--- config.mk ---
export PLATFORM = sky130hd
export DESIGN_NAME = diff_drive_motor_framer
export DESIGN_NICKNAME = d
export VERILOG_FILES = /design/src/rtl/ddmf_pkg.sv /design/src/rtl/ddmf_front.sv /design/src/rtl/ddmf_queue.sv /design/src/rtl/ddmf_back.sv /design/src/rtl/diff_drive_motor_framer.sv
export SDC_FILE = /design/constraint.sdc
export NUM_CORES = 2
export LEC_CHECK = 0
export BUFFER_PORTS_ARGS = -buffer_cell sky130_fd_sc_hd__buf_4
export CAP_MARGIN = 20
export CORE_ASPECT_RATIO = 0.7
export CORE_MARGIN = 2
export CORE_UTILIZATION = 55
export CTS_CLUSTER_SIZE = 24
export DETAILED_ROUTE_END_ITERATION = 12
export PLACE_DENSITY = 0.77
export SYNTH_ARGS = -nofsm -noshare
export SYNTH_HDL_FRONTEND = slang
export SYNTH_SLANG_ARGS = --single-unit
--- constraint.sdc ---
create_clock -name clk_i -period 6.58 [get_ports clk_i]
set_input_delay 0.658 -clock clk_i [delete_from_list [all_inputs] [get_ports clk_i]]
set_output_delay 0.658 -clock clk_i [all_outputs]
set_load 0.05 [all_outputs]
--- src/rtl/ddmf_pkg.sv ---
// ----------------------------------------------------------------------------
// ddmf_pkg
// Types, constants and codes shared by the differential drive motor framer.
// ----------------------------------------------------------------------------
package ddmf_pkg;

  localparam int VelWidth   = 16;
  localparam int QueueDepth = 4;
  localparam int QPtrWidth  = $clog2(QueueDepth);
  localparam int QCntWidth  = $clog2(QueueDepth + 1);
  localparam int CfgIdxWidth  = 3;
  localparam int CfgDataWidth = 15;

  // thermometer steps of the speed map; the 15th step only matters below 2
  localparam int ThermSteps = 14;

  localparam logic [7:0] SyncByte     = 8'hAA;
  localparam logic [7:0] WheelIdLeft  = 8'h01;
  localparam logic [7:0] WheelIdRight = 8'h02;
  localparam logic [7:0] PadByte      = 8'h00;
  localparam logic       DriveModeStep = 1'b0;
  localparam logic       DriveModeRun  = 1'b1;
  localparam logic [4:0] ParamSlowest  = 5'd16;
  localparam logic [4:0] ParamStop     = 5'd0;

  typedef enum logic [CfgIdxWidth-1:0] {
    CfgStopThreshold = 3'd0,
    CfgSpinDeadband  = 3'd1,
    CfgFullSpeed     = 3'd2,
    CfgHalfTrack     = 3'd3,
    CfgSpinGain      = 3'd4,
    CfgSpinSpeedCap  = 3'd5
  } ddmf_cfg_idx_e;

  typedef enum logic [2:0] {
    ByteSync  = 3'd0,
    ByteId    = 3'd1,
    ByteMode  = 3'd2,
    ByteDir   = 3'd3,
    BytePad   = 3'd4,
    ByteParam = 3'd5
  } ddmf_byte_e;

  typedef struct packed {
    logic [14:0] stop_threshold;
    logic [14:0] spin_deadband;
    logic [14:0] full_speed;
    logic [11:0] half_track;
    logic [7:0]  spin_gain;
    logic [4:0]  spin_speed_cap;
  } ddmf_cfg_t;

  typedef struct packed {
    logic signed [VelWidth-1:0] linear_velocity;
    logic signed [VelWidth-1:0] angular_velocity;
  } ddmf_in_t;

  typedef struct packed {
    logic [7:0] frame_byte;
    logic       last;
  } ddmf_out_t;

  // one word in the queue: everything the serializer needs for 12 bytes
  typedef struct packed {
    logic       mode;
    logic       dir_r;
    logic       dir_l;
    logic [4:0] param_r;
    logic [4:0] param_l;
  } ddmf_cmd_t;

  typedef struct packed {
    logic empty;
    logic full;
  } ddmf_q_stat_t;

endpackage

--- src/rtl/ddmf_front.sv ---
// ----------------------------------------------------------------------------
// ddmf_front
// Classifies drive commands and works out direction and speed parameter for
// both wheels in a six stage pipeline, then pushes one word into the queue.
// ----------------------------------------------------------------------------
module ddmf_front import ddmf_pkg::*; (
  input  logic      clk_i,
  input  logic      rst_ni,
  input  logic      accept_i,
  input  ddmf_in_t  cmd_i,
  input  ddmf_cfg_t cfg_i,
  output logic      push_o,
  output ddmf_cmd_t push_cmd_o
);

  localparam int T1W = VelWidth + 10;   // w * gain
  localparam int T2W = T1W + 13;        // * half track
  localparam int SW  = T2W;             // wheel speed, Q.28
  localparam int TW  = SW - 11;         // (30 * |s|) >> 16
  localparam int ThrW = 20;             // 27 * full_speed

  function automatic logic [ThermSteps-1:0] therm_of(logic [TW-1:0] t, logic [14:0] fs);
    logic [ThermSteps-1:0] th;
    logic [ThrW-1:0]       thr;
    for (int k = 0; k < ThermSteps; k++) begin
      thr   = ThrW'(fs) * ThrW'(2 * k + 1);
      th[k] = (t >= TW'(thr));
    end
    return th;
  endfunction

  function automatic logic [4:0] param_of(logic [ThermSteps-1:0] th, logic zero,
                                          logic spin, logic [4:0] cap);
    logic [4:0] p;
    p = zero ? ParamSlowest : ParamSlowest - 5'($countones(th));
    if (spin && (p > cap)) begin
      p = cap;
    end
    return p;
  endfunction

  logic [VelWidth-1:0] va, wa;
  logic                stop_now, spin_now;

  logic [5:0] vld_q;

  logic signed [VelWidth-1:0] v0_q, w0_q, v1_q, v2_q;
  logic [8:0]                 mult0_q;
  logic signed [T1W-1:0]      term1_d, term1_q;
  logic signed [T2W-1:0]      term2_d, term2_q;
  logic signed [SW-1:0]       vext;
  logic signed [SW-1:0]       sr_d, sl_d, sr_q, sl_q;
  logic [SW-1:0]              ar, al;
  logic [SW+4:0]              pr30, pl30;
  logic [TW-1:0]              tr_q, tl_q;
  logic [ThermSteps-1:0]      thr_q, thl_q;
  logic [5:0]                 stop_q, spin_q;
  logic                       zr4_q, zl4_q, zr5_q, zl5_q;
  logic                       dr4_q, dl4_q, dr5_q, dl5_q;

  always_comb begin
    va = cmd_i.linear_velocity[VelWidth-1] ?
         (~cmd_i.linear_velocity + 1'b1) : cmd_i.linear_velocity;
    wa = cmd_i.angular_velocity[VelWidth-1] ?
         (~cmd_i.angular_velocity + 1'b1) : cmd_i.angular_velocity;
    stop_now = (va < VelWidth'(cfg_i.stop_threshold)) &&
               (wa < VelWidth'(cfg_i.stop_threshold));
    spin_now = (va < VelWidth'(cfg_i.spin_deadband)) &&
               (wa >= VelWidth'(cfg_i.stop_threshold));
  end

  always_ff @(posedge clk_i or negedge rst_ni) begin
    if (!rst_ni) begin
      vld_q <= '0;
    end else begin
      vld_q <= {vld_q[4:0], accept_i};
    end
  end

  always_comb begin
    term1_d = w0_q * $signed({1'b0, mult0_q});
    term2_d = term1_q * $signed({1'b0, cfg_i.half_track});
    vext    = {{(SW - VelWidth - 16){v2_q[VelWidth-1]}}, v2_q, 16'b0};
    sr_d    = vext + term2_q;
    sl_d    = vext - term2_q;
    ar      = sr_q[SW-1] ? -sr_q : sr_q;
    al      = sl_q[SW-1] ? -sl_q : sl_q;
    pr30    = {ar, 5'b0} - {4'b0, ar, 1'b0};
    pl30    = {al, 5'b0} - {4'b0, al, 1'b0};
  end

  always_ff @(posedge clk_i) begin
    v0_q    <= cmd_i.linear_velocity;
    w0_q    <= cmd_i.angular_velocity;
    mult0_q <= spin_now ? {1'b0, cfg_i.spin_gain} : 9'd16;
    v1_q    <= v0_q;
    term1_q <= term1_d;
    v2_q    <= v1_q;
    term2_q <= term2_d;
    sr_q    <= sr_d;
    sl_q    <= sl_d;
    tr_q    <= pr30[SW+4:16];
    tl_q    <= pl30[SW+4:16];
    zr4_q   <= (sr_q == '0);
    zl4_q   <= (sl_q == '0);
    dr4_q   <= sr_q[SW-1];
    dl4_q   <= ~sl_q[SW-1];
    thr_q   <= therm_of(tr_q, cfg_i.full_speed);
    thl_q   <= therm_of(tl_q, cfg_i.full_speed);
    zr5_q   <= zr4_q;
    zl5_q   <= zl4_q;
    dr5_q   <= dr4_q;
    dl5_q   <= dl4_q;
    stop_q  <= {stop_q[4:0], stop_now};
    spin_q  <= {spin_q[4:0], spin_now};
  end

  always_comb begin
    push_o = vld_q[5];
    if (stop_q[5]) begin
      push_cmd_o.mode    = DriveModeStep;
      push_cmd_o.dir_r   = 1'b0;
      push_cmd_o.dir_l   = 1'b1;
      push_cmd_o.param_r = ParamStop;
      push_cmd_o.param_l = ParamStop;
    end else begin
      push_cmd_o.mode    = DriveModeRun;
      push_cmd_o.dir_r   = dr5_q;
      push_cmd_o.dir_l   = dl5_q;
      push_cmd_o.param_r = param_of(thr_q, zr5_q, spin_q[5], cfg_i.spin_speed_cap);
      push_cmd_o.param_l = param_of(thl_q, zl5_q, spin_q[5], cfg_i.spin_speed_cap);
    end
  end

endmodule

--- src/rtl/ddmf_queue.sv ---
// ----------------------------------------------------------------------------
// ddmf_queue
// Small FIFO of wheel command words between the front and the serializer.
// ----------------------------------------------------------------------------
module ddmf_queue import ddmf_pkg::*; (
  input  logic         clk_i,
  input  logic         rst_ni,
  input  logic         push_i,
  input  ddmf_cmd_t    push_cmd_i,
  input  logic         pop_i,
  output ddmf_cmd_t    head_o,
  output ddmf_q_stat_t stat_o
);

  ddmf_cmd_t            mem_q [QueueDepth];
  logic [QPtrWidth-1:0] wr_ptr_q, rd_ptr_q;
  logic [QCntWidth-1:0] cnt_q;

  function automatic logic [QPtrWidth-1:0] ptr_inc(logic [QPtrWidth-1:0] p);
    return (p == QPtrWidth'(QueueDepth - 1)) ? '0 : p + 1'b1;
  endfunction

  always_ff @(posedge clk_i) begin
    if (push_i) begin
      mem_q[wr_ptr_q] <= push_cmd_i;
    end
  end

  always_ff @(posedge clk_i or negedge rst_ni) begin
    if (!rst_ni) begin
      wr_ptr_q <= '0;
      rd_ptr_q <= '0;
      cnt_q    <= '0;
    end else begin
      if (push_i) begin
        wr_ptr_q <= ptr_inc(wr_ptr_q);
      end
      if (pop_i) begin
        rd_ptr_q <= ptr_inc(rd_ptr_q);
      end
      case ({push_i, pop_i})
        2'b10:   cnt_q <= cnt_q + 1'b1;
        2'b01:   cnt_q <= cnt_q - 1'b1;
        default: cnt_q <= cnt_q;
      endcase
    end
  end

  assign head_o       = mem_q[rd_ptr_q];
  assign stat_o.empty = (cnt_q == '0);
  assign stat_o.full  = (cnt_q == QCntWidth'(QueueDepth));

endmodule

--- src/rtl/ddmf_back.sv ---
// ----------------------------------------------------------------------------
// ddmf_back
// Serializer: turns one command word into the right and left six-byte
// frames, one byte per cycle, through a registered output.
// ----------------------------------------------------------------------------
module ddmf_back import ddmf_pkg::*; (
  input  logic         clk_i,
  input  logic         rst_ni,
  input  ddmf_cmd_t    head_i,
  input  ddmf_q_stat_t stat_i,
  output logic         pop_o,
  output logic         out_valid_o,
  output ddmf_out_t    result_o
);

  logic       active_d, active_q;
  logic       left_d, left_q;
  ddmf_byte_e pos_d, pos_q;
  ddmf_cmd_t  cur_d, cur_q;
  logic       fin;
  logic       out_valid_q;
  ddmf_out_t  out_d, out_q;

  always_ff @(posedge clk_i or negedge rst_ni) begin
    if (!rst_ni) begin
      active_q    <= 1'b0;
      left_q      <= 1'b0;
      pos_q       <= ByteSync;
      out_valid_q <= 1'b0;
    end else begin
      active_q    <= active_d;
      left_q      <= left_d;
      pos_q       <= pos_d;
      out_valid_q <= active_q;
    end
  end

  always_ff @(posedge clk_i) begin
    cur_q <= cur_d;
    out_q <= out_d;
  end

  always_comb begin
    fin      = !active_q || (left_q && (pos_q == ByteParam));
    pop_o    = fin && !stat_i.empty;
    active_d = active_q;
    left_d   = left_q;
    pos_d    = pos_q;
    cur_d    = cur_q;
    if (pop_o) begin
      active_d = 1'b1;
      left_d   = 1'b0;
      pos_d    = ByteSync;
      cur_d    = head_i;
    end else if (fin) begin
      active_d = 1'b0;
    end else if (pos_q == ByteParam) begin
      left_d = 1'b1;
      pos_d  = ByteSync;
    end else begin
      pos_d = ddmf_byte_e'(pos_q + 3'd1);
    end

    out_d.last = left_q && (pos_q == ByteParam);
    case (pos_q)
      ByteSync:  out_d.frame_byte = SyncByte;
      ByteId:    out_d.frame_byte = left_q ? WheelIdLeft : WheelIdRight;
      ByteMode:  out_d.frame_byte = {7'b0, cur_q.mode};
      ByteDir:   out_d.frame_byte = {7'b0, left_q ? cur_q.dir_l : cur_q.dir_r};
      BytePad:   out_d.frame_byte = PadByte;
      ByteParam: out_d.frame_byte = {3'b0, left_q ? cur_q.param_l : cur_q.param_r};
      default:   out_d.frame_byte = PadByte;
    endcase
  end

  assign out_valid_o = out_valid_q;
  assign result_o    = out_q;

endmodule

--- src/rtl/diff_drive_motor_framer.sv ---
// ----------------------------------------------------------------------------
// diff_drive_motor_framer
// Turns drive commands into right and left motor frames, six bytes each.
// ----------------------------------------------------------------------------
//  channel   ports                             handshake
//  command   start, cmd_i, busy                taken when start & !busy
//  result    out_valid_o, result_o             one word per cycle, no stall
//  config    cfg_we_i, cfg_idx_i, cfg_data_i   written when cfg_we_i
//
// Every command gives 12 bytes, one per cycle from the serializer. The first
// byte of a command goes through the front pipeline, the queue and the
// serializer's state and output registers when the serializer is free.
// Up to four commands may be in flight; busy rises when that count is full.
// Reset puts the config registers at their defaults and empties the pipe.
// ----------------------------------------------------------------------------
module diff_drive_motor_framer import ddmf_pkg::*; (
  input  logic                    clk_i,
  input  logic                    rst_ni,
  input  logic                    start,
  input  ddmf_in_t                cmd_i,
  output logic                    busy,
  output logic                    out_valid_o,
  output ddmf_out_t               result_o,
  input  logic                    cfg_we_i,
  input  logic [CfgIdxWidth-1:0]  cfg_idx_i,
  input  logic [CfgDataWidth-1:0] cfg_data_i
);

  ddmf_cfg_t            cfg_q;
  logic [QCntWidth-1:0] inflight_q;
  logic                 accept;
  logic                 push, pop;
  ddmf_cmd_t            push_cmd, head;
  ddmf_q_stat_t         q_stat;

  always_ff @(posedge clk_i or negedge rst_ni) begin
    if (!rst_ni) begin
      cfg_q.stop_threshold <= 15'd41;
      cfg_q.spin_deadband  <= 15'd205;
      cfg_q.full_speed     <= 15'd2458;
      cfg_q.half_track     <= 12'd344;
      cfg_q.spin_gain      <= 8'd48;
      cfg_q.spin_speed_cap <= 5'd6;
    end else if (cfg_we_i) begin
      case (cfg_idx_i)
        CfgStopThreshold: cfg_q.stop_threshold <= cfg_data_i;
        CfgSpinDeadband:  cfg_q.spin_deadband  <= cfg_data_i;
        CfgFullSpeed:     cfg_q.full_speed     <= cfg_data_i;
        CfgHalfTrack:     cfg_q.half_track     <= cfg_data_i[11:0];
        CfgSpinGain:      cfg_q.spin_gain      <= cfg_data_i[7:0];
        CfgSpinSpeedCap:  cfg_q.spin_speed_cap <= cfg_data_i[4:0];
        default:          cfg_q <= cfg_q;
      endcase
    end
  end

  // credits cover words in the front pipe plus words in the queue
  assign busy   = (inflight_q == QCntWidth'(QueueDepth));
  assign accept = start && !busy;

  always_ff @(posedge clk_i or negedge rst_ni) begin
    if (!rst_ni) begin
      inflight_q <= '0;
    end else begin
      case ({accept, pop})
        2'b10:   inflight_q <= inflight_q + 1'b1;
        2'b01:   inflight_q <= inflight_q - 1'b1;
        default: inflight_q <= inflight_q;
      endcase
    end
  end

  ddmf_front u_front (
    .clk_i      (clk_i),
    .rst_ni     (rst_ni),
    .accept_i   (accept),
    .cmd_i      (cmd_i),
    .cfg_i      (cfg_q),
    .push_o     (push),
    .push_cmd_o (push_cmd)
  );

  ddmf_queue u_queue (
    .clk_i      (clk_i),
    .rst_ni     (rst_ni),
    .push_i     (push),
    .push_cmd_i (push_cmd),
    .pop_i      (pop),
    .head_o     (head),
    .stat_o     (q_stat)
  );

  ddmf_back u_back (
    .clk_i       (clk_i),
    .rst_ni      (rst_ni),
    .head_i      (head),
    .stat_i      (q_stat),
    .pop_o       (pop),
    .out_valid_o (out_valid_o),
    .result_o    (result_o)
  );

`ifndef NO_ASSERTIONS
  a_no_overflow: assert property (@(posedge clk_i) disable iff (!rst_ni)
    push |-> !q_stat.full)
    else $error("queue push while full");

  a_no_underflow: assert property (@(posedge clk_i) disable iff (!rst_ni)
    pop |-> !q_stat.empty)
    else $error("queue pop while empty");

  a_credit_bound: assert property (@(posedge clk_i) disable iff (!rst_ni)
    inflight_q <= QCntWidth'(QueueDepth))
    else $error("in-flight count past queue depth");

  a_last_then_sync: assert property (@(posedge clk_i) disable iff (!rst_ni)
    out_valid_o && !result_o.last |=> out_valid_o)
    else $error("frame stream broken before last byte");
`endif

endmodule

# ---- After elaboration in Yosys (flattened, before gate mapping)
# Memory sizes are Yosys's and may differ from the RTL's. A register that Yosys moved wholly into a read port is not among the register bits.
# Index checks and enable logic that the tools add are counted.
# W data, S select, Z words.
dict set report word_totals {
  ff_bits 421
  wordCells 208
  in_bits 54
  n_memories 1
  output_inout_bits 11
  mem_bits_rw 52
}
# memory words word_bits read_ports rd_clocked_by_memory_dff write_ports line
set memory_table {}
lappend memory_table {u_queue.mem_q 4 13 1 1 1 ddmf_queue.sv:15} ;# ddmf_cmd_t mem_q [QueueDepth];
dict set report op_classes {
  addsub 43
  bitwise_logic 3
  n_mux 27
  n_reduce_logical 27
  mul 15
  magnitude_cmp 34
  eq_ne 17
}
# op count
set op_table {}
lappend op_table {{$ge A28 B20 Y1} 12}
lappend op_table {{$ge A28 B19 Y1} 8}
lappend op_table {{$mul A15 B5 Y20 const B} 6}
lappend op_table {{$ge A28 B18 Y1} 4}
lappend op_table {{$sub A44 B40 Y44} 2}
lappend op_table {{$logic_not A39 Y1} 2}
lappend op_table {{$mux W39} 2}
lappend op_table {{$neg A39 Y39} 2}
lappend op_table {{$mul A15 B4 Y19 const B} 4}
lappend op_table {{$add A5 B5 Y5} 12}
lappend op_table {{$ge A28 B15 Y1} 2}
lappend op_table {{$ge A28 B17 Y1} 2}
lappend op_table {{$lt A16 B15 Y1} 3}
lappend op_table {{$pmux W8 S5} 1}
lappend op_table {{$add A32 B39 Y39} 1}
lappend op_table {{$mul A26 B13 Y39} 1}
lappend op_table {{$sub A32 B39 Y39} 1}
lappend op_table {{$mul A15 B3 Y18 const B} 2}
lappend op_table {{$add A16 B1 Y16 const B} 2}
lappend op_table {{$mux W16} 2}
lappend op_table {{$not A16 Y16} 2}
lappend op_table {{$add A1 B1 Y2} 14}
lappend op_table {{$mul A16 B10 Y26} 1}
lappend op_table {{$mux W5} 5}
lappend op_table {{25 further kinds} 73}

# ---- Longest topological paths before layout
dict set report logic_depth {
  depth_word 10
  ltp_mapped 26
  ltp_nobuf 26
}

# ---- Cells and area by module
# A second synthesis with hierarchy kept.
dict set report hier_totals {
  hier_cells 6544
  area_unflattened_um2 60235.3
}
# module area_each_um2 n_inst seq_area_each_um2 cells_each
set modules_own_cells {}
lappend modules_own_cells {ddmf_front 53984.3 1 6516.2 6195}
lappend modules_own_cells {diff_drive_motor_framer 2897.8 1 1854.3 169}
lappend modules_own_cells {ddmf_queue 2324.7 1 1736.7 106}
lappend modules_own_cells {ddmf_back 1028.5 1 680.7 74}

# ---- Least setup slack after synthesis
# Ideal clock, no wire load.
dict set report synth_timing {
  path_type {reg2reg}
  start {reg cfg_q[29] in the netlist's numbering}
  end {reg u_front.thr_q[11]}
  setup_time_ps 119
  arrival_ps 6393
  synth_period_minus_slack_ps 6512
  required_time_ps 6461
  path_stages_with_launch 26
  slack_ps 68
  n_path_buf 0
  path_cell_list {dfstp_2 ha_1 xnor2_1 inv_1 ha_1 fa_1 ha_1 nand3_1 o2111ai_1 nand2_1 o21bai_1 a21oi_1 xor2_1 ha_1 a211oi_1 nand3_1 a211o_1 o211a_1 maj3_2 maj3_2 maj3_1 maj3_2 maj3_2 maj3_2 a21oi_1 o21bai_1}
}
dict set report synth_via {
  elab_chain_len 2
}
# item line
set synth_rtl {}
lappend synth_rtl {{from (decl)} diff_drive_motor_framer.sv:29} ;# ddmf_cfg_t cfg_q;
lappend synth_rtl {{from (signal assigned)} diff_drive_motor_framer.sv:52} ;# default: cfg_q <= cfg_q;
lappend synth_rtl {{$mul A15 B5 Y20} ddmf_front.sv:26} ;# thr = ThrW'(fs) * ThrW'(2 * k + 1);
lappend synth_rtl {{$ge A28 B20 Y1} ddmf_front.sv:27} ;# th[k] = (t >= TW'(thr));
lappend synth_rtl {{to (signal assigned)} ddmf_front.sv:108} ;# thr_q <= therm_of(tr_q, cfg_i.full_speed);
lappend synth_rtl {{to (decl)} ddmf_front.sv:56} ;# logic [ThermSteps-1:0] thr_q, thl_q;
# No other way between the ends.
# A chain may end at the register's enable or synchronous reset.

# ---- Worst setup path in the final report
dict set report layout_timing {
  start {reg cfg_q[21] in the netlist's numbering}
  end {reg u_front.term2_q[37]}
}
dict set report layout_via {
  elab_chain_len 1
}
# item line
set layout_rtl {}
lappend layout_rtl {{$mul A26 B13 Y39} ddmf_front.sv:82} ;# term2_d = term1_q * $signed({1'b0, cfg_i.half_track});
lappend layout_rtl {{via u_front.term2_d[37]} ddmf_front.sv:50} ;# logic signed [T2W-1:0] term2_d, term2_q;
lappend layout_rtl {{to (signal assigned)} ddmf_front.sv:99} ;# term2_q <= term2_d;
lappend layout_rtl {{to (decl)} ddmf_front.sv:50}
# The timed path passes the listed nets, and every way through them passes these cells.

==> impl_results.md <==
* CTS Buf Count at 51
* Crit path kind: flip-flop to flip-flop
* Per-cell routed wire length at 21.2 um
* Ys flop type: dfxtp_1
* DR vias/cell at 5.88
* # setup viols final at 0
* Crit-path slowest cell: dfstp_4
* TritonCTS clock tree: built
* Row cnt at 100
* Largest stage delay on the critical path at 730 ps
* CTS Buffer Depth at 3
* Worst r2r src: cfg_q[21]
* RSZ-0062 raised after global routing: yes
* CP dominant cell by count: fa_1
* CP arrival at 7020 ps
* Final Max Tran Viols at 0
* Reg clk slew, reported paths at 70 ps
* DRC violations left at 0
* Synth Warn # at 0
* Hold_buf cts at 0
* Max-cap violations at 0
* Synth area leader: ha_1
* Flops & latches, synth at 482
* Vias in the first global route at 47505
* Setup TNS at 0 ps
* Die width at 395 um
* GR Overflow Total at 0
* Worst R2R Path Depth at 21
* Worst Setup Start Kind: flip-flop
* Non-Filler Instances at 8020
* Final net count at 8151
* DRT iter0 DRCs at 4502
* Initial core utilization at 0.554
* Hpwl dp at 135 mm
* Status: finished, final reports clean
* Hold crit path type: input pin to asynchronous set/reset pin
* Relative slew slack at 0.340
* Clock sink count at 482
* CTS H-tree lvls at 2
* Share of the clock period used by the worst path at 0.981
* Avg Synthesized Cell Area at 9.21 um^2
* Fin crit period at 6460 ps
* Via count at 47154
* Core Region at 106000 um^2
* Synth Instances at 6383
* Core Util, Final at 0.605
* IO Pins at 65
* Final WL at 170 mm
* Wire length of the first global-routing pass at 266 mm
* Inserted Diodes at 0
* Worst r2r dst: u_front.term2_q[37]
* Routability cong. at 0.998
* DRT antenna net count at 0
* Flop-to-flop setup slack at 120 ps
* DR pass1 iterations at 6
* Seq/Total Area, Yosys at 0.184
* Port Buf Inserts at 63
* Die Y at 277 um
* CP Buf/Inv Count at 4
* Synthesized net count at 7985
* Tot GR Track Use at 0.308
* Post-Syn Area at 58800 um^2
* Die area at 110000 um^2
* Hold Slack at 21.2 ps
* Levels on crit path at 21
* Clock Latency Late Sink at 670 ps
* Max Fclk at 155 MHz
* Layout area overhead at 9.31%
* Antenna violations before repair at 12
* Netlist cell types at 100
* Worst slew pin tran at 985 ps
* Crit end category: flip-flop
* Delay-heaviest family, CP: adder cells
* Fillers at 8857
* CP Data Required Time at 7150 ps
* Async set-reset flop share out of synthesis at 0.191
* Worst Path Max Fanout at 8
* Critical-path cell list: buf_8 -> nand2_1 -> fa_2 -> inv_1 -> fa_1 -> fa_1 -> fa_1 -> inv_1 -> fa_1 -> inv_1 -> ha_1 -> and3_4 -> and3_4 -> nand3_1 -> o211a_4 -> nor3_4 -> a311o_1 -> a31oi_2 -> o21a_1 -> or4b_2 -> nand3_1
* Worst Clk Skew at 55.2 ps
* Largest cells by area after synthesis: ha_1 (22%), fa_1 (18%), dfxtp_1 (11%)
* Top cell type's share of synthesized area at 0.217
* Root buf cell: clkbuf_16
* Post-synth EDFFs at 65
* Layout cell share with drive strength beyond 1 at 0.0795
* Fin. Hold Viols at 0
* Largest net degree at the start of global routing at 49
* Placed Cells at 7903
[how the worst max path moves through the flow]
stage / from / end / slack, ps
after floorplan: cfg_q[29] / u_front.thr_q[11] / 70
after global placement: cfg_q[21] / u_front.term2_q[38] / 90
after detailed placement: cfg_q[19] / u_front.term2_q[38] / -110
after CTS: cfg_q[29] / u_front.thr_q[13] / 3
after global routing: cfg_q[28] / u_front.thl_q[11] / -80
final: cfg_q[21] / u_front.term2_q[37] / 120
[metal layers]
layer | vias to the layer above | track usage | part of all wire
li1 | 21856 | - | -
met1 | 22896 | 0.453 | 0.44
met2 | 2054 | 0.439 | 0.40
met3 | 340 | 0.0893 | 0.12
met4 | 8 | 0.0833 | 0.030
met5 | - | 0 | 0.00032
[synth_stat cells (all sizes together) (13+ instances only)]
| cell type | n |
|---|---|
| or3 | 26 |
| o21a | 39 |
| a21oi | 340 |
| dfrtp | 70 |
| dfstp | 22 |
| nor2 | 213 |
| or2 | 22 |
| nor4 | 28 |
| ha | 1021 |
| mux4 | 13 |
| o31ai | 39 |
| a21o | 275 |
| mux2 | 25 |
| nand4 | 42 |
| xnor2 | 331 |
| nand3 | 79 |
| dfxtp | 325 |
| a31oi | 42 |
| edfxtp | 65 |
| and2 | 230 |
| o41ai | 25 |
| maj3 | 17 |
| a31o | 19 |
| o211ai | 20 |
| fa | 527 |
| a211oi | 25 |
| xor2 | 121 |
| inv | 1000 |
| or4 | 20 |
| o21bai | 70 |
| clkbuf | 113 |
| nand2b | 85 |
| nor2b | 65 |
| o21ai | 266 |
| nand2 | 462 |
| nor3 | 76 |
| a2111oi | 22 |
| and3 | 25 |
[cells in the final DEF (no fill, tap or decap), types with 17 or more instances in the layout]
cell type     n
ha_1       1010
or4_1        18
and2_1      229
a21oi_1     334
nor4_1       24
o211ai_1     20
xor2_1      117
nand4_1      42
nor2b_1      65
dfrtp_1      68
o21a_1       39
a211oi_1     24
a21o_1      275
or2_2        20
nand2b_1     83
a31oi_1      40
o21ai_0     255
nand3_1      78
mux2_2       25
and3_1       23
nor2_1      212
nand2_1     461
o31ai_1      37
nor3_1       71
buf_4       223
o41ai_1      23
o21bai_1     70
fa_1        522
a2111oi_0    20
inv_1       996
a31o_2       17
dfxtp_1     321
xnor2_1     329
or3_1        21
edfxtp_1     65
dfstp_2      18
clkbuf_16    52
[cell families (layout without fill, tap and decap cells)]
logic type                 Yosys count  after routing  share of synthesized area
other                                1              1                  0.0000638
adders and majority gates         1565           1565                      0.400
xor gates and xnor gates           452            452                     0.0676
and+or+nand+nor                   1413           1413                      0.121
AOI/OAI and AO/OA                 1298           1298                      0.144
buffers and inverters             1125           1334                     0.0721
DFF                                482            482                      0.184
muxes                               47             47                     0.0113
[flip-flops by register name, summed over array words and instances, names as in the netlist, 3 cells and up]
signal,cells
u_front.v1_q,16
u_queue.mem_q,52
u_back.result_o,7
u_back.pos_q,3
u_front.vld_q,6
u_front.term1_q,26
u_front.tr_q,28
u_front.sl_q,38
cfg_q,70
u_front.sr_q,39
u_front.mult0_q,8
u_front.stop_q,6
u_front.thr_q,14
u_front.w0_q,16
u_front.term2_q,39
u_queue.cnt_q,3
u_back.cur_q,13
inflight_q,3
u_front.v0_q,16
u_front.spin_q,6
u_front.v2_q,16
u_front.thl_q,14
u_front.tl_q,28
[through the flow]
step | area [um^2] | setup slack [ps]
after floorplan | 58800 | 67.6
after global placement | 61800 | 89.6
after detailed placement | 61800 | -111
after CTS | 63600 | 2.73
after global routing | 64200 | -75.3
final | 64200 | 125
[cell type report]
class                      instances  area [um^2]  area share
clock buffer                      62         1380      0.0215
clock inverter                    34          438     0.00682
inverter                        1001         3760      0.0585
multi-input combinational       4776        44200       0.687
sequential                       482        10800       0.168
tap                             1428         1790      0.0278
timing repair buffer             237         1900      0.0296
[what timing repair did]
item                       4_1_cts  5_1_grt
resized for setup                7       83
setup endpoints to repair        4       10
pin swaps                        1       40
cloned                           0        0
setup buffers                    0       21
Power is not shown: default switching activity piles up to over one toggle a cycle in this logic, so the estimate is an artifact.
